`src/rtl/core/multiplexed_segment_display_scanner_unit_macros.svh`:
```
// Assertion macros shared by the display scanner RTL.
`ifndef MULTIPLEXED_SEGMENT_DISPLAY_SCANNER_UNIT_MACROS_SVH
`define MULTIPLEXED_SEGMENT_DISPLAY_SCANNER_UNIT_MACROS_SVH

// Same-cycle implication, checked out of reset.
`define MSDS_ASSERT_IMP(lbl, ante, cons, msg) \
  lbl: assert property (@(posedge clk) disable iff (rst) (ante) |-> (cons)) else $error(msg);

// Next-cycle implication, checked out of reset.
`define MSDS_ASSERT_NXT(lbl, ante, cons, msg) \
  lbl: assert property (@(posedge clk) disable iff (rst) (ante) |=> (cons)) else $error(msg);

`endif

```
`src/rtl/core/msds_pkg.sv`:
```
// Package: word types, command codes, fonts and select table of the display scanner.
`default_nettype none
package msds_pkg;

  localparam int DEF_UPPER_DIGITS  = 6;
  localparam int DEF_LOWER_DIGITS  = 5;
  localparam int DEF_TURRET_DIGITS = 4;
  localparam int DEF_LED_COUNT     = 16;
  localparam int STORE_DEPTH       = 16;
  localparam int SELECT_ENTRIES    = 12;

  localparam logic [2:0] OP_TICK  = 3'd0;
  localparam logic [2:0] OP_PUT   = 3'd1;
  localparam logic [2:0] OP_RAW   = 3'd2;
  localparam logic [2:0] OP_LED   = 3'd3;
  localparam logic [2:0] OP_FILL  = 3'd4;
  localparam logic [2:0] OP_CLEAR = 3'd5;

  localparam logic [1:0] GRP_UPPER  = 2'd0;
  localparam logic [1:0] GRP_LOWER  = 2'd1;
  localparam logic [1:0] GRP_TURRET = 2'd2;

  typedef struct packed {
    logic [2:0]  op;
    logic [1:0]  group;
    logic [3:0]  position;
    logic [7:0]  character;
    logic [15:0] raw_data;
    logic        enable;
  } cmd_word_t;

  typedef struct packed {
    logic [3:0]  slot;
    logic        is_turret;
    logic [15:0] segment_data;
    logic [3:0]  select_code;
  } res_word_t;

  // sixteen-segment bits
  localparam logic [15:0] WA1 = 16'h0001;
  localparam logic [15:0] WA2 = 16'h0002;
  localparam logic [15:0] WB  = 16'h0004;
  localparam logic [15:0] WC  = 16'h0008;
  localparam logic [15:0] WD1 = 16'h0010;
  localparam logic [15:0] WD2 = 16'h0020;
  localparam logic [15:0] WE  = 16'h0040;
  localparam logic [15:0] WF  = 16'h0080;
  localparam logic [15:0] WG1 = 16'h0100;
  localparam logic [15:0] WG2 = 16'h0200;
  localparam logic [15:0] WH  = 16'h0400;
  localparam logic [15:0] WI  = 16'h0800;
  localparam logic [15:0] WJ  = 16'h1000;
  localparam logic [15:0] WK  = 16'h2000;
  localparam logic [15:0] WL  = 16'h4000;
  localparam logic [15:0] WM  = 16'h8000;

  // seven-segment bits
  localparam logic [7:0] NA = 8'h01;
  localparam logic [7:0] NB = 8'h02;
  localparam logic [7:0] NC = 8'h04;
  localparam logic [7:0] ND = 8'h08;
  localparam logic [7:0] NE = 8'h10;
  localparam logic [7:0] NF = 8'h20;
  localparam logic [7:0] NG = 8'h40;

  localparam logic [15:0] WIDE_DIGITS [10] = '{
    WA1|WA2|WB|WC|WD1|WD2|WE|WF,
    WB|WC,
    WA1|WA2|WB|WG1|WG2|WE|WD1|WD2,
    WA1|WA2|WB|WC|WD1|WD2|WG1|WG2,
    WB|WC|WG1|WG2|WF,
    WA1|WA2|WC|WD1|WD2|WF|WG1|WG2,
    WA1|WA2|WC|WD1|WD2|WE|WF|WG1|WG2,
    WA1|WA2|WB|WC,
    WA1|WA2|WB|WC|WD1|WD2|WE|WF|WG1|WG2,
    WA1|WA2|WB|WC|WD1|WD2|WF|WG1|WG2
  };

  localparam logic [15:0] WIDE_LETTERS [26] = '{
    WA1|WA2|WB|WC|WE|WF|WG1|WG2,
    WA1|WA2|WB|WC|WD1|WD2|WG2|WI|WL,
    WA1|WA2|WD1|WD2|WE|WF,
    WA1|WA2|WB|WC|WD1|WD2|WI|WL,
    WA1|WA2|WD1|WD2|WE|WF|WG1|WG2,
    WA1|WA2|WE|WF|WG1,
    WA1|WA2|WC|WD1|WD2|WE|WF|WG2,
    WB|WC|WE|WF|WG1|WG2,
    WA1|WA2|WI|WL|WD1|WD2,
    WB|WC|WD1|WD2|WE,
    WE|WF|WG1|WJ|WK,
    WD1|WD2|WE|WF,
    WB|WC|WE|WF|WH|WJ,
    WB|WC|WE|WF|WH|WK,
    WA1|WA2|WB|WC|WD1|WD2|WE|WF,
    WA1|WA2|WB|WE|WF|WG1|WG2,
    WA1|WA2|WB|WC|WD1|WD2|WE|WF|WK,
    WA1|WA2|WB|WE|WF|WG1|WG2|WK,
    WA1|WA2|WC|WD1|WD2|WF|WG1|WG2,
    WA1|WA2|WI|WL,
    WB|WC|WD1|WD2|WE|WF,
    WE|WF|WJ|WM,
    WB|WC|WE|WF|WK|WM,
    WH|WJ|WK|WM,
    WH|WJ|WL,
    WA1|WA2|WD1|WD2|WJ|WM
  };

  localparam logic [7:0] NARROW_DIGITS [10] = '{
    NA|NB|NC|ND|NE|NF, NB|NC, NA|NB|ND|NE|NG, NA|NB|NC|ND|NG, NB|NC|NF|NG,
    NA|NC|ND|NF|NG, NA|NC|ND|NE|NF|NG, NA|NB|NC, NA|NB|NC|ND|NE|NF|NG,
    NA|NB|NC|ND|NF|NG
  };

  localparam logic [7:0] NARROW_LETTERS [26] = '{
    NA|NB|NC|NE|NF|NG, NC|ND|NE|NF|NG, NA|ND|NE|NF, NB|NC|ND|NE|NG,
    NA|ND|NE|NF|NG, NA|NE|NF|NG, NA|NC|ND|NE|NF, NB|NC|NE|NF|NG,
    NB|NC, NB|NC|ND|NE, NB|NE|NF|NG, ND|NE|NF,
    NA|NC|NE|NG, NC|NE|NG, NA|NB|NC|ND|NE|NF, NA|NB|NE|NF|NG,
    NA|NB|NC|NF|NG, NE|NG, NA|NC|ND|NF|NG, ND|NE|NF|NG,
    NB|NC|ND|NE|NF, NC|ND|NE, NA|ND|NG, NA|ND|NG,
    NB|NC|ND|NF|NG, ND|NG
  };

  // MS3..MS0 for each multiplexed slot
  localparam logic [3:0] SELECT_TABLE [SELECT_ENTRIES] = '{
    4'h9, 4'hA, 4'hB, 4'hC, 4'hD, 4'hE, 4'hF, 4'h1, 4'h2, 4'h3, 4'h4, 4'h5
  };

  localparam logic [7:0] CH_UPPER_A = 8'h41;
  localparam logic [7:0] CH_UPPER_Z = 8'h5A;
  localparam logic [7:0] CH_LOWER_A = 8'h61;
  localparam logic [7:0] CH_LOWER_Z = 8'h7A;
  localparam logic [7:0] CH_ZERO    = 8'h30;
  localparam logic [7:0] CH_NINE    = 8'h39;
  localparam logic [7:0] CH_MINUS   = 8'h2D;
  localparam logic [7:0] CH_UNDER   = 8'h5F;
  localparam logic [7:0] CH_PLUS    = 8'h2B;
  localparam logic [7:0] CH_LESS    = 8'h3C;
  localparam logic [7:0] CH_GREATER = 8'h3E;
  localparam logic [7:0] CH_SLASH   = 8'h2F;

endpackage
`default_nettype wire

```
`src/rtl/core/msds_font.sv`:
```
// Character font lookup for sixteen- and seven-segment digits.
`default_nettype none
module msds_font
  import msds_pkg::*;
(
  input  wire logic [7:0]  character,
  input  wire logic        wide,
  output logic      [15:0] glyph
);

  logic [7:0] up_off;
  logic [7:0] lo_off;
  logic [7:0] dig_off;
  logic       is_up;
  logic       is_lo;
  logic       is_dig;

  assign up_off  = character - CH_UPPER_A;
  assign lo_off  = character - CH_LOWER_A;
  assign dig_off = character - CH_ZERO;
  assign is_up   = (character >= CH_UPPER_A) && (character <= CH_UPPER_Z);
  assign is_lo   = (character >= CH_LOWER_A) && (character <= CH_LOWER_Z);
  assign is_dig  = (character >= CH_ZERO) && (character <= CH_NINE);

  always_comb begin
    glyph = '0;
    if (wide) begin
      if (is_up) begin
        glyph = WIDE_LETTERS[up_off[4:0]];
      end else if (is_lo) begin
        glyph = WIDE_LETTERS[lo_off[4:0]];
      end else if (is_dig) begin
        glyph = WIDE_DIGITS[dig_off[3:0]];
      end else if (character == CH_MINUS) begin
        glyph = WG1 | WG2;
      end else if (character == CH_PLUS) begin
        glyph = WG1 | WG2 | WI | WL;
      end else if (character == CH_LESS) begin
        glyph = WJ | WK;
      end else if (character == CH_GREATER) begin
        glyph = WH | WM;
      end else if (character == CH_SLASH) begin
        glyph = WJ | WM;
      end
    end else begin
      if (is_up) begin
        glyph = {8'h00, NARROW_LETTERS[up_off[4:0]]};
      end else if (is_lo) begin
        glyph = {8'h00, NARROW_LETTERS[lo_off[4:0]]};
      end else if (is_dig) begin
        glyph = {8'h00, NARROW_DIGITS[dig_off[3:0]]};
      end else if (character == CH_MINUS) begin
        glyph = {8'h00, NG};
      end else if (character == CH_UNDER) begin
        glyph = {8'h00, ND};
      end
    end
  end

endmodule
`default_nettype wire

```
`src/rtl/core/msds_frame.sv`:
```
// Frame store, command execution and scan pointer.
`default_nettype none
module msds_frame
  import msds_pkg::*;
#(
  parameter int UPPER_DIGITS  = DEF_UPPER_DIGITS,
  parameter int LOWER_DIGITS  = DEF_LOWER_DIGITS,
  parameter int TURRET_DIGITS = DEF_TURRET_DIGITS,
  parameter int LED_COUNT     = DEF_LED_COUNT
) (
  input  wire logic        clk,
  input  wire logic        rst,
  input  wire logic        fire,
  input  wire cmd_word_t   cmd,
  input  wire logic [15:0] glyph,
  output res_word_t        scan_word
);

`include "multiplexed_segment_display_scanner_unit_macros.svh"

  localparam int LED_SLOT    = UPPER_DIGITS + LOWER_DIGITS;
  localparam int MUX_SLOTS   = LED_SLOT + 1;
  localparam int TURRET_BASE = MUX_SLOTS;
  localparam int ALL_SLOTS   = MUX_SLOTS + TURRET_DIGITS;
  localparam int SCAN_SLOTS  = (ALL_SLOTS > STORE_DEPTH) ? STORE_DEPTH : ALL_SLOTS;
  localparam logic [3:0] LED_IDX = LED_SLOT[3:0];

  logic [15:0] store      [STORE_DEPTH];
  logic [15:0] store_next [STORE_DEPTH];
  logic [3:0]  scan;
  logic [3:0]  scan_next;
  logic [4:0]  scan_inc;
  logic [4:0]  base;
  logic [3:0]  count;
  logic [5:0]  put_idx;
  logic [5:0]  span_end;
  logic        tur;

  // group span: base slot and digit count
  always_comb begin
    base  = '0;
    count = '0;
    case (cmd.group)
      GRP_UPPER: begin
        base  = 5'd0;
        count = 4'(UPPER_DIGITS);
      end
      GRP_LOWER: begin
        base  = 5'(UPPER_DIGITS);
        count = 4'(LOWER_DIGITS);
      end
      GRP_TURRET: begin
        base  = 5'(TURRET_BASE);
        count = 4'(TURRET_DIGITS);
      end
      default: begin
        base  = '0;
        count = '0;
      end
    endcase
  end

  assign put_idx  = {2'b00, cmd.position} + {1'b0, base};
  assign span_end = {1'b0, base} + {2'b00, count};

  always_comb begin
    for (int i = 0; i < STORE_DEPTH; i++) begin
      store_next[i] = store[i];
    end
    unique case (cmd.op)
      OP_PUT: begin
        if ((cmd.position < count) && (put_idx < 6'(STORE_DEPTH))) begin
          store_next[put_idx[3:0]] = glyph;
        end
      end
      OP_RAW: begin
        if (int'(cmd.position) < MUX_SLOTS) begin
          store_next[cmd.position] = cmd.raw_data;
        end
      end
      OP_LED: begin
        if ((int'(cmd.position) < LED_COUNT) && (LED_SLOT < STORE_DEPTH)) begin
          store_next[LED_IDX][cmd.position] = cmd.enable;
        end
      end
      OP_FILL: begin
        for (int i = 0; i < STORE_DEPTH; i++) begin
          store_next[i] = {16{cmd.enable}};
        end
      end
      OP_CLEAR: begin
        for (int i = 0; i < STORE_DEPTH; i++) begin
          if ((6'(i) >= {1'b0, base}) && (6'(i) < span_end)) begin
            store_next[i] = '0;
          end
        end
      end
      default: begin
      end
    endcase
  end

  // scan read and advance
  assign tur      = int'(scan) >= TURRET_BASE;
  assign scan_inc = {1'b0, scan} + 5'd1;
  assign scan_next = (int'(scan_inc) < SCAN_SLOTS) ? scan_inc[3:0] : 4'd0;

  always_comb begin
    scan_word.slot      = scan;
    scan_word.is_turret = tur;
    if (tur) begin
      scan_word.segment_data = {8'h00, store[scan][7:0]};
      scan_word.select_code  = 4'(int'(scan) - TURRET_BASE);
    end else begin
      scan_word.segment_data = store[scan];
      scan_word.select_code  = (int'(scan) < SELECT_ENTRIES) ? SELECT_TABLE[scan] : 4'd0;
    end
  end

  always_ff @(posedge clk) begin
    if (rst) begin
      scan <= '0;
      for (int i = 0; i < STORE_DEPTH; i++) begin
        store[i] <= '0;
      end
    end else if (fire) begin
      if (cmd.op == OP_TICK) begin
        scan <= scan_next;
      end
      for (int i = 0; i < STORE_DEPTH; i++) begin
        store[i] <= store_next[i];
      end
    end
  end

  `MSDS_ASSERT_IMP(a_scan_range, 1'b1, int'(scan) < SCAN_SLOTS, "scan pointer past slot count")
  `MSDS_ASSERT_NXT(a_scan_hold, fire && (cmd.op != OP_TICK), $stable(scan), "scan moved on a write")
  `MSDS_ASSERT_NXT(a_fill_zero, fire && (cmd.op == OP_FILL) && !cmd.enable, store[0] == 16'h0000,
                   "fill with zeros left a word set")

endmodule
`default_nettype wire

```
`src/rtl/core/multiplexed_segment_display_scanner_unit.sv`:
```
// Top level of the multiplexed segment display scanner.
// The block holds a 16-word frame store laid out as the upper sixteen-segment
// digits, the lower seven-segment digits, one LED word and the turret digits.
// Command words render a character, write a raw word, set an LED bit, fill the
// store or clear a group; a tick command returns one result word (slot, turret
// flag, stored segments, select code) and steps the scan, which wraps after the
// last slot. Each command sits in the command register, runs through the font
// lookup and store update, and a tick lands in the result register. A new
// command word is taken every cycle; only a tick waits, and only while the
// result register still holds an untaken word. Reset clears the store at once.
`default_nettype none
module multiplexed_segment_display_scanner_unit
  import msds_pkg::*;
#(
  parameter int UPPER_DIGITS  = DEF_UPPER_DIGITS,
  parameter int LOWER_DIGITS  = DEF_LOWER_DIGITS,
  parameter int TURRET_DIGITS = DEF_TURRET_DIGITS,
  parameter int LED_COUNT     = DEF_LED_COUNT
) (
  input  wire logic      clk,
  input  wire logic      rst,
  input  wire logic      cmd_valid,
  output logic           cmd_ready,
  input  wire cmd_word_t cmd_word,
  output logic           res_valid,
  input  wire logic      res_ready,
  output res_word_t      res_word
);

`include "multiplexed_segment_display_scanner_unit_macros.svh"

  // command register
  cmd_word_t   held;
  logic        held_valid;
  // execute strobe for the held command
  logic        fire;
  logic        fire_tick;
  logic [15:0] glyph;
  res_word_t   scan_word;

  // a tick needs room in the result register; other commands never stall
  assign fire_tick = held_valid && (held.op == OP_TICK);
  assign fire      = held_valid && ((held.op != OP_TICK) || !res_valid || res_ready);
  assign cmd_ready = !held_valid || fire;

  always_ff @(posedge clk) begin
    if (rst) begin
      held_valid <= 1'b0;
    end else if (cmd_ready) begin
      held_valid <= cmd_valid;
    end
  end

  always_ff @(posedge clk) begin
    if (cmd_ready && cmd_valid) begin
      held <= cmd_word;
    end
  end

  // upper group uses the sixteen-segment font, the rest seven-segment
  msds_font u_font (
    .character (held.character),
    .wide      (held.group == GRP_UPPER),
    .glyph     (glyph)
  );

  msds_frame #(
    .UPPER_DIGITS  (UPPER_DIGITS),
    .LOWER_DIGITS  (LOWER_DIGITS),
    .TURRET_DIGITS (TURRET_DIGITS),
    .LED_COUNT     (LED_COUNT)
  ) u_frame (
    .clk       (clk),
    .rst       (rst),
    .fire      (fire),
    .cmd       (held),
    .glyph     (glyph),
    .scan_word (scan_word)
  );

  // result register
  always_ff @(posedge clk) begin
    if (rst) begin
      res_valid <= 1'b0;
    end else if (fire && fire_tick) begin
      res_valid <= 1'b1;
    end else if (res_ready) begin
      res_valid <= 1'b0;
    end
  end

  always_ff @(posedge clk) begin
    if (fire && fire_tick) begin
      res_word <= scan_word;
    end
  end

  `MSDS_ASSERT_IMP(a_tick_room, fire && fire_tick, !res_valid || res_ready,
                   "tick executed over an untaken result")

endmodule
`default_nettype wire
```
`config.mk`:
```
export PLATFORM = sky130hd
export DESIGN_NAME = multiplexed_segment_display_scanner_unit
export DESIGN_NICKNAME = d
export VERILOG_FILES = /design/src/rtl/core/msds_pkg.sv /design/src/rtl/core/msds_font.sv /design/src/rtl/core/msds_frame.sv /design/src/rtl/core/multiplexed_segment_display_scanner_unit.sv
export VERILOG_INCLUDE_DIRS = /design/src /design/src/rtl/core
export SDC_FILE = /design/constraint.sdc
export NUM_CORES = 1
export LEC_CHECK = 0
export ABC_CLOCK_PERIOD_IN_PS = 8600
export BUFFER_PORTS_ARGS = -buffer_cell sky130_fd_sc_hd__buf_4
export CAP_MARGIN = 20
export CELL_PAD_IN_SITES_DETAIL_PLACEMENT = 1
export CELL_PAD_IN_SITES_GLOBAL_PLACEMENT = 1
export CORE_MARGIN = 2
export CORE_UTILIZATION = 45
export CTS_CLUSTER_SIZE = 12
export DETAILED_ROUTE_END_ITERATION = 10
export PLACE_DENSITY_LB_ADDON = 0.1
export SLEW_MARGIN = 20
export SYNTH_ARGS = -nofsm -noshare
export SYNTH_HDL_FRONTEND = slang
export SYNTH_SLANG_ARGS = --single-unit
```
`constraint.sdc`:
```
create_clock -name clk -period 8.6 [get_ports clk]
set_input_delay 0.86 -clock clk [delete_from_list [all_inputs] [get_ports clk]]
set_output_delay 0.86 -clock clk [all_outputs]
set_load 0.02 [all_outputs]
```
Word-level counts from Yosys, hierarchy flattened
Memories as Yosys holds them, arrays and structs flattened. A register that Yosys moved wholly into a read port is not among the register bits.
Cells that the tools add are included.
{ "word_totals": {"ff_bits": 65, "ramBits": 256, "mem_bits_ro": 1984, "output_inout_bits": 27, "word_cells": 243, "mem_count": 8} }
{ "mem_list": {"columns": ["name", "depth", "width", "rd", "rd_ports_with_merged_regs", "write_ports", "line_no", "text"], "rows": [
  ["(name not given)", 32, 16, 1, 0, 0, "msds_font.sv:29", "glyph = WIDE_LETTERS[up_off[4:0]];"],
  ["(name not given)", 32, 16, 1, 0, 0, "msds_font.sv:31", "glyph = WIDE_LETTERS[lo_off[4:0]];"],
  ["(name not given)", 16, 16, 1, 0, 0, "msds_font.sv:33", "glyph = WIDE_DIGITS[dig_off[3:0]];"],
  ["(name not given)", 32, 8, 1, 0, 0, "msds_font.sv:47", "glyph = {8'h00, NARROW_LETTERS[up_off[4:0]]};"],
  ["(name not given)", 32, 8, 1, 0, 0, "msds_font.sv:49", "glyph = {8'h00, NARROW_LETTERS[lo_off[4:0]]};"],
  ["u_frame.store", 16, 16, 17, 1, 16, "msds_frame.sv:28", "logic [15:0] store [STORE_DEPTH];"],
  ["+2 memories", null, null, null, null, null, null, null]
]} }
{ "op_classes": {"n_addsub": 7, "n_lt_le_gt_ge": 54, "n_eq_ne": 13, "muxes": 88, "bitwise_logic": 22, "n_reduce_logical": 37} }
{ "op_table": {"columns": ["operator", "n"], "rows": [
  ["16-bit 2-to-1 mux", 53],
  ["176-bit case mux with 4 select lines", 1],
  ["256-bit bitwise mux", 2],
  ["256-bit 2-to-1 mux", 2],
  ["64-bit case mux with 4 select lines", 1],
  ["16-bit demux with 4-bit select", 2],
  ["16-bit case mux with 5 select lines", 1],
  ["4-bit by 6-bit less-than comparator with 1-bit output, first input constant", 8],
  ["8-bit 2-to-1 mux", 6],
  ["8-bit by 6-bit == test with 1-bit output, second input constant", 5],
  ["4-bit greater-or-equal comparator, first input constant", 8],
  ["4-bit 2-to-1 mux", 8],
  ["1-bit logical AND", 27],
  ["3-bit by 6-bit less-than comparator with 1-bit output, first input constant", 4],
  ["5-bit greater-or-equal comparator, second input constant", 4],
  ["4-bit inverter with 5-bit output", 4],
  ["16-bit bitwise mux", 1],
  ["3-bit by 4-bit greater-or-equal comparator with 1-bit output, first input constant", 4],
  ["8-bit by 7-bit greater-or-equal comparator with 1-bit output, second input constant", 2],
  ["8-bit by 7-bit <= comparator with 1-bit output, second input constant", 2],
  ["1-bit bitwise OR", 16],
  ["6-bit greater-or-equal comparator, second input constant", 2],
  ["1-bit by 6-bit less-than comparator with 1-bit output, first input constant", 2],
  ["2-bit by 6-bit less-than comparator with 1-bit output, first input constant", 2],
  ["other kinds (36)", 54]
]} }

Longest topological paths before layout
Gate-level depths: netlist of the first run.
{ "depth": {"word_depth": 14, "ltp_mapped": 15} }

Modules after synthesis
Synthesis of the first run repeated with hierarchy kept, for this count alone.
{ "unflattened": {"hier_cells": 2442, "hier_area_um2": 23608.9} }
{ "modules_own_cells": {"columns": ["module", "instances", "cells_per_inst", "area_each_um2", "seq_area_each_um2"], "rows": [
  ["msds_frame", 1, 2099, 20026.7, 7847.5],
  ["multiplexed_segment_display_scanner_unit", 1, 74, 1910.6, 1811.7],
  ["msds_font", 1, 269, 1671.6, 0.0]
]} }

Worst setup path after synthesis of the first run
No wires, ideal clock.
{ "synth_path": {"path_kind": "reg-to-reg", "from": "reg held[29] (netlist name)", "to": "mem u_frame.store[0][0], enable pin", "arrival_ns": 4.306, "path_slack_ns": 3.832, "stages_incl_launch_ff": 12, "period_less_slack_ns": 4.768, "path_cell_list": "edfxtp_1 -> inv_1 -> ha_1 -> clkbuf_1 -> inv_1 -> clkbuf_1 -> ha_1 -> a21boi_0 -> o21ai_0 -> a21oi_1 -> nor2_1 -> o21a_1"} }
{ "synth_lines": {"columns": ["element", "line_no"], "rows": [
  ["end: declaration", "msds_frame.sv:28"]
]} }

==> summary.md, run 1 <==
| Metric | Value |
|---|---|
| Status | `finished clean` |
| Cells after DPL | `2943` |
| Pleak | `~8.9 nW` |
| Setup Buffers After CTS | `0` |
| Ys async rst share | `0%` |
| Syn avg cell area | `9.807 um^2` |
| CP Launch Type | `flip-flop` |
| Fraction of layout cells with a size suffix above 1 | `15.28%` |
| Clk sinks | `325` |
| Reg2reg path depth | `11` |
| Area grow syn2layout | `9.735%` |
| RR Endpoint | `u_frame.store[3][8]$_SDFFCE_PP0P_` |
| DP HPWL | `63.24 mm` |
| CP Capture Type | `flip-flop` |
| CP Cell Sequence | `inv_1 -> ha_1 -> buf_4 -> inv_1 -> ha_1 -> a21boi_0 -> o21ai_0 -> a21oi_1 -> nor2_1 -> o21a_4 -> buf_4` |
| CP max stage delay | `around 850 ps` |
| RSZ-0062 raised after global routing | `no` |
| Hold-fix buffers, CTS | `0` |
| Die Ht | `231.4 um` |
| Setup TNS | `0 ps` |
| Hold Path Depth | `1` |
| Post-cts resize count | `0` |
| Worst EP required | `a little under 9000 ps` |
| Clock Latency Late Sink | `about 600 ps` |
| Setup Viol. Count Final | `0` |
| Row Count | `83` |
| Launch point of the worst path | `held[29]$_DFFE_PP_` |
| Max transition margin | `around a fifth` |
| Cell Pwr Density | `192.8 nW/um^2` |
| First-pass GRT wire length | `147.0 mm` |
| Final Cycle Share | `55.32%` |
| Crit path to | `u_frame.store[3][8]$_SDFFCE_PP0P_` |
| Max cap viols | `0` |
| Routed len/inst | `32.51 um` |
| Final Hold Viols | `0` |
| GRT overflow | `0` |
| Power Total | `between 4 and 5 mW` |
| DR vias/cell | `between 7 and 8` |
| Routed Antenna Nets | `0` |
| Clk_skew | `32.40 ps` |
| Final hold slack | `450.5 ps` |
| Clock-pin slew on the worst setup and hold paths | `60 ps` |
| Clock Tree Root | `clkbuf_16` |
| Synth warnings | `0` |
| Register area share after synthesis | `41.52%` |
| Vias | `between 20000 and 25000` |
| Post-Place Setup Slack | `~4000 ps` |
| DR pass1 iterations | `5` |
| WS Path Type | `reg -> reg` |
| Crit path DAT | `4960 ps` |
| Area of the mapped netlist | `23260 um^2` |
| Most frequent cell after synthesis | `edfxtp_1` |
| Worst setup margin | `roughly 3800 ps` |
| Ys flop type | `edfxtp_1` |
| Initial core utilization | `45.44%` |
| Synth unique cells | `85` |
| GRT Util Overall | `between 30% and 40%` |
| Min-delay worst type | `in -> reg` |
| Top cells by area, synth | `edfxtp_1 (41%), mux4_2 (7.8%), mux2i_1 (6.7%)` |
| Port bufs | `between 60 and 70` |
| Number of CTS-inserted buffers | `40` |
| Drt drc | `0` |
| Routed WL | `98.09 mm` |
| Final Slew Violations | `0` |
| Design area | `25530 um^2` |
| Max frequency | `around 210 MHz` |
| Fillers | `5589` |
| Largest net degree at the start of global routing | `99` |
| Commonest cells in the netlist | `edfxtp_1 (315), nand2_1 (285), a21oi_1 (282)` |
| I/O pins | `65` |
| Synthesized Nets | `2440` |
| Die width | `231.4 um` |
| Tmin final | `between 4000 and 5000 ps` |
| Max rail drop VDD | `130.3 uV` |
| H-tree depth | `2` |
| Initial antenna violation count | `1` |
| Finished Layout Cells | `about 3000` |
| Area leader, netlist | `edfxtp_1` |
| CP Max Fanout | `73` |
| Critical R2R Launch | `held[29]$_DFFE_PP_` |
| Post-synth EDFFs | `315` |
| Worst R2R Setup Slack | `3840 ps` |
| CTS tree | `done` |
| Post-synthesis register bit count | `325` |
| Yosys top cell area share | `between 40% and 50%` |
| Fin nets | `between 2000 and 2500` |
| Slew @ Worst Pin | `1193 ps` |
| Gp weighted congestion | `0.9154` |
| Slowest stage cell, crit path | `buf_4` |
| Vias in the first global route | `22460` |
| Post-Synthesis Cells | `2372` |
| Die area | `53530 um^2` |
| CTS max path bufs | `3` |
| Dpl cell area | `24290 um^2` |
| Post-layout util | `49.86%` |
| DRT iter0 DRCs | `2595` |
| Core box area | `51200 um^2` |
worst min path at each step:
stage | startpoint | to | slack (ps)
after floorplan | u_frame.scan[1]$_SDFFE_PP0P_ | res_word[22]$_DFFE_PP_ | 520
after global placement | u_frame.scan[1]$_SDFFE_PP0P_ | res_word[22]$_DFFE_PP_ | 570
after detailed placement | u_frame.scan[1]$_SDFFE_PP0P_ | res_word[22]$_DFFE_PP_ | 560
after CTS | cmd_word[16] | held[16]$_DFFE_PP_ | 430
after global routing | cmd_word[8] | held[8]$_DFFE_PP_ | 440
final | cmd_word[12] | held[12]$_DFFE_PP_ | 450
layout make-up:
class / instances / area, um^2 / share of cell area [%]
antenna: 1 / 2.502 / 0.009803
sequential: 325 / 9667 / 37.87
clock buffer: 54 / 1126 / 4.411
timing repair buffer: 139 / 1044 / 4.088
inverter: 27 / 101.3 / 0.3970
clock inverter: 19 / 98.84 / 0.3872
tap: 680 / 850.8 / 3.333
multi-input combinational: 1772 / 12640 / 49.50
kinds of logic (layout without fill, tap and decap cells):
| logic type | after synthesis | in the layout | synth area share [%] |
|---|---|---|---|
| and+or+nand+nor | 574 | 574 | 11.20 |
| other | 0 | 1 | 0 |
| DFF | 325 | 325 | 41.52 |
| AOI/OAI and AO/OA | 910 | 910 | 25.44 |
| adders and majority gates | 30 | 30 | 1.646 |
| xor gates and xnor gates | 5 | 5 | 0.1883 |
| buffers and inverters | 275 | 239 | 4.674 |
| muxes | 253 | 253 | 15.33 |
metal layers:
layer / wire, um / GRT usage, %
met3: 8414 / 6.545
met2: 46070 / 57.96
met4: 5456 / 19.17
met5: 0 / 0
met1: 38150 / 46.82
registers in the layout, summed over array words and instances (netlist names), named ones only:
name	count
res_valid	1
u_frame.store	256
u_frame.scan	4
held	34
res_word	25
held_valid	1
layout by cell type, fill, tap and decap left out, types with 18 or more instances in the layout:
master / instances
edfxtp_1: 315
a221oi_1: 58
inv_1: 24
mux2i_1: 155
buf_4: 139
o311ai_0: 81
mux4_2: 81
o22ai_1: 70
a211oi_1: 25
nor2_1: 95
ha_1: 29
nor3_1: 39
nand4_1: 25
clkbuf_16: 42
a21oi_1: 281
nand3_1: 21
nand2b_1: 19
nand2_1: 284
o211ai_1: 18
o21ai_0: 243
power by group:
group / internal (mW) / switching (mW)
clock: 0.918 / 0.744
sequential: 1.93 / 0.171
combinational: 0.371 / 0.787
critical path: cells and delay by family, from the launching register on:
kind / cells / cell delay, ps
buffers and inverters: 4 / 1830
AO/OA/AOI/OAI: 4 / 870
adder cells (fa/ha/maj): 2 / 580
flip-flops: 1 / 460
AND/OR/NAND/NOR: 1 / 460
Note: power is estimated with default switching activity, not from simulation.
==> run 2, diff against run 1 <==
--- a/config.mk
+++ b/config.mk
@@ -6,7 +6,7 @@
 export SDC_FILE = /design/constraint.sdc
 export NUM_CORES = 1
 export LEC_CHECK = 0
-export ABC_CLOCK_PERIOD_IN_PS = 8600
+export ABC_CLOCK_PERIOD_IN_PS = 4000
 export BUFFER_PORTS_ARGS = -buffer_cell sky130_fd_sc_hd__buf_4
 export CAP_MARGIN = 20
 export CELL_PAD_IN_SITES_DETAIL_PLACEMENT = 1
==> constraint.sdc (replaced) <==
create_clock -name clk -period 4 [get_ports clk]
set_input_delay 0.4 -clock clk [delete_from_list [all_inputs] [get_ports clk]]
set_output_delay 0.4 -clock clk [all_outputs]
set_load 0.02 [all_outputs]
==> summary.md, run 2 (synthesized netlist as in run 1, its figures left out) <==
| Metric | Value |
|---|---|
| Status | `finished clean (unchanged)` |
| Launch point of the worst path | `held[30]$_DFFE_PP_ (was held[29]$_DFFE_PP_)` |
| RSZ-0062 raised after global routing | `no (unchanged)` |
| Critical path's top delay family | `simple AND/OR/NAND/NOR gates (was buffers and inverters)` |
| First-pass GRT wire length | `147.0 mm (about the same)` |
| H-tree depth | `2 (unchanged)` |
| Clock Power Share | `34.4% (was 33.8%)` |
| Power Total | `10.88 mW (was 4.922 mW)` |
| Row Count | `83 (unchanged)` |
| Int Pwr | `7.174 mW (was 3.220 mW)` |
| Setup TNS | `0 ps (unchanged)` |
| GR Util met1 | `46.58% (was 46.82%)` |
| Pleak | `9.454 nW (was 8.934 nW)` |
| Clock Tree Root | `clkbuf_16 (unchanged)` |
| Number of flip-flops in the largest register | `256 (unchanged)` |
| Max rail drop VDD | `317.6 uV (was 130.3 uV)` |
| Slowest stage cell, crit path | `fa_1 (was buf_4)` |
| DR vias/cell | `7.242 (was 7.357)` |
| Die area | `53530 um^2 (unchanged)` |
| Largest net degree at the start of global routing | `114 (was 99)` |
| Crit path DAT | `4170 ps (was 4960 ps)` |
| Die Ht | `231.4 um (unchanged)` |
| Met3 usage | `6.447% (was 6.545%)` |
| Worst setup margin | `230.3 ps (was 3842 ps)` |
| Clock Latency Late Sink | `590 ps (was 600 ps)` |
| Worst R2R Setup Slack | `230 ps (was 3840 ps)` |
| Cells after DPL | `3003 (was 2943)` |
| Post-Place Setup Slack | `319.7 ps (was 3985 ps)` |
| Sequential power share | `41.6% (was 42.7%)` |
| Most flops, register | `u_frame.store (unchanged)` |
| CP Capture Type | `flip-flop (unchanged)` |
| Gp weighted congestion | `0.9567 (was 0.9154)` |
| Initial antenna violation count | `4 (was 1)` |
| Port bufs | `64 (unchanged)` |
| Final Cycle Share | `94.24% (was 55.32%)` |
| Cell Pwr Density | `410.7 nW/um^2 (was 192.8 nW/um^2)` |
| Drt drc | `0 (unchanged)` |
| Clk sinks | `325 (unchanged)` |
| Final Slew Violations | `0 (unchanged)` |
| Max transition margin | `25.90% (was 20.21%)` |
| Clk_skew | `23.89 ps (was 32.40 ps)` |
| Routed WL | `97.38 mm (was 98.09 mm)` |
| Clock-pin slew on the worst setup and hold paths | `60 ps (about the same)` |
| Slew @ Worst Pin | `1111 ps (was 1193 ps)` |
| Reg2reg path depth | `11 (unchanged)` |
| DRT iter0 DRCs | `2738 (was 2595)` |
| CP Max Fanout | `11 (was 73)` |
| Top Registers | `u_frame.store: 256 flops, held: 34 flops, res_word: 25 flops (unchanged)` |
| GRT Util Overall | `35.97% (was 36.23%)` |
| Gr busiest metal | `met2 (unchanged)` |
| Max cap viols | `0 (unchanged)` |
| Die width | `231.4 um (unchanged)` |
| Core box area | `51200 um^2 (unchanged)` |
| Grt met2 use | `58.69% (was 57.96%)` |
| Setup Buffers After CTS | `0 (unchanged)` |
| Max frequency | `265.3 MHz (was 210.2 MHz)` |
| CTS max path bufs | `3 (unchanged)` |
| CP max stage delay | `680 ps (was 850 ps)` |
| Routed Antenna Nets | `0 (unchanged)` |
| DR pass1 iterations | `6 (was 5)` |
| Combinational share of power | `24.1% (was 23.5%)` |
| Worst EP required | `4400 ps (was 8800 ps)` |
| Antenna cells | `0 (was 1)` |
| Routed len/inst | `31.32 um (was 32.51 um)` |
| Crit path depth | `11 (unchanged)` |
| CTS tree | `done (unchanged)` |
| Initial core utilization | `45.44% (unchanged)` |
| I/O pins | `65 (unchanged)` |
| Finished Layout Cells | `3109 (was 3017)` |
| Most common cell after layout, fill and taps aside | `edfxtp_1 (unchanged)` |
| Fillers | `5597 (was 5589)` |
| CP Cell Sequence | `inv_1 -> ha_1 -> ha_1 -> inv_1 -> fa_1 -> nor2_1 -> nand2_1 -> nor2_1 -> buf_4 -> nand2_1 -> o221ai_1 (was inv_1 -> ha_1 -> buf_4 -> inv_1 -> ha_1 -> a21boi_0 -> o21ai_0 -> a21oi_1 -> nor2_1 -> o21a_4 -> buf_4)` |
| Min-delay worst type | `in -> reg (unchanged)` |
| DP HPWL | `64.43 mm (was 63.24 mm)` |
| Net switching power figure | `3.704 mW (was 1.702 mW)` |
| CP Buf/Inv Count | `3 (was 4)` |
| Switch share | `34.05% (was 34.57%)` |
| RR Endpoint | `u_frame.store[12][1]$_SDFFCE_PP0P_ (was u_frame.store[3][8]$_SDFFCE_PP0P_)` |
| Final Hold Viols | `0 (unchanged)` |
| Fraction of layout cells with a size suffix above 1 | `17.00% (was 15.28%)` |
| WS Path Type | `reg -> reg (unchanged)` |
| Area grow syn2layout | `13.85% (was 9.735%)` |
| Setup Viol. Count Final | `0 (unchanged)` |
| Number of CTS-inserted buffers | `41 (was 40)` |
| Crit path to | `u_frame.store[12][1]$_SDFFCE_PP0P_ (was u_frame.store[3][8]$_SDFFCE_PP0P_)` |
| Vias in the first global route | `22990 (was 22460)` |
| Most frequent cells in the layout | `edfxtp_1 (315), nand2_1 (284), a21oi_1 (281), o21ai_0 (243), buf_4 (189) (was edfxtp_1 (315), nand2_1 (284), a21oi_1 (281), o21ai_0 (243), mux2i_1 (155))` |
| Fin nets | `2470 (was 2373)` |
| CP Launch Type | `flip-flop (unchanged)` |
| Critical R2R Launch | `held[30]$_DFFE_PP_ (was held[29]$_DFFE_PP_)` |
| Tmin final | `3770 ps (was 4758 ps)` |
| GRT overflow | `0 (unchanged)` |
| Vias | `22520 (was 22200)` |
[run 2: changes by cell type in the layout (fill, tap and decap cells not counted), sizes merged]
cell | before | now
buf | 139 | 201
bufinv | 0 | 3
clkbuf | 54 | 52
clkinv | 19 | 15
clkinvlp | 1 | 0
diode | 1 | 0
dlygate4sd3 | 0 | 34
inv | 26 | 27
[run 2: worst min-delay path, stage by stage]
cell and delay [ps]:
buf_4 80, inv_1 60, a21oi_1 130
[run 2: final cells by class]
class / count / area (um^2) / area share, %
Multi-Input combinational cell: 1772 / 12610 / 47.60
Inverter: 27 / 101.3 / 0.3827
Timing Repair Buffer: 235 / 1986 / 7.497
Sequential cell: 325 / 9667 / 36.50
Clock inverter: 18 / 175.2 / 0.6614
Tap cell: 680 / 850.8 / 3.213
Clock buffer: 52 / 1099 / 4.148
[run 2: worst min-delay path by stage]
stage	from	depth (start not counted)	end
2_1_floorplan	cmd_word[0]	0	held[0]$_DFFE_PP_
3_3_place_gp	u_frame.scan[1]$_SDFFE_PP0P_	0	res_word[22]$_DFFE_PP_
3_5_place_dp	u_frame.scan[1]$_SDFFE_PP0P_	0	res_word[22]$_DFFE_PP_
4_1_cts	cmd_valid	3	held_valid$_SDFFE_PP0N_
5_1_grt	cmd_valid	3	held_valid$_SDFFE_PP0N_
6_report	cmd_valid	3	held_valid$_SDFFE_PP0N_
[run 2: repair_timing]
item	in CTS	in global routing
hold buffers	34	0
hold endpoints to repair	34	0
gates resized for setup	0	0
[run 2: through the flow]
stage	utilization [%]	hold WS [ps]	area, um^2
2_1_floorplan	-	498.9	23260
3_3_place_gp	48.53	560.2	24840
3_5_place_dp	48.53	566.9	24840
4_1_cts	51.68	99.78	26460
5_1_grt	51.73	144.5	26480
6_report	51.73	121.9	26480
[run 2: metal layers]
layer	up-vias	routed length, um
li1	9401	-
met1	11570	38290
met2	1274	46870
met3	263	8190
met4	6	3979
met5	-	46
[run 2: power groups by stage]
stage | Sequential (mW) | Clock, mW | Combinational, mW
floorplan | 4.37 | 0 | 1.64
global placement | 4.54 | 0 | 2.43
detailed placement | 4.57 | 0 | 2.50
CTS | 4.50 | 3.78 | 2.54
global route | 4.55 | 3.88 | 2.78
finish | 4.52 | 3.74 | 2.62
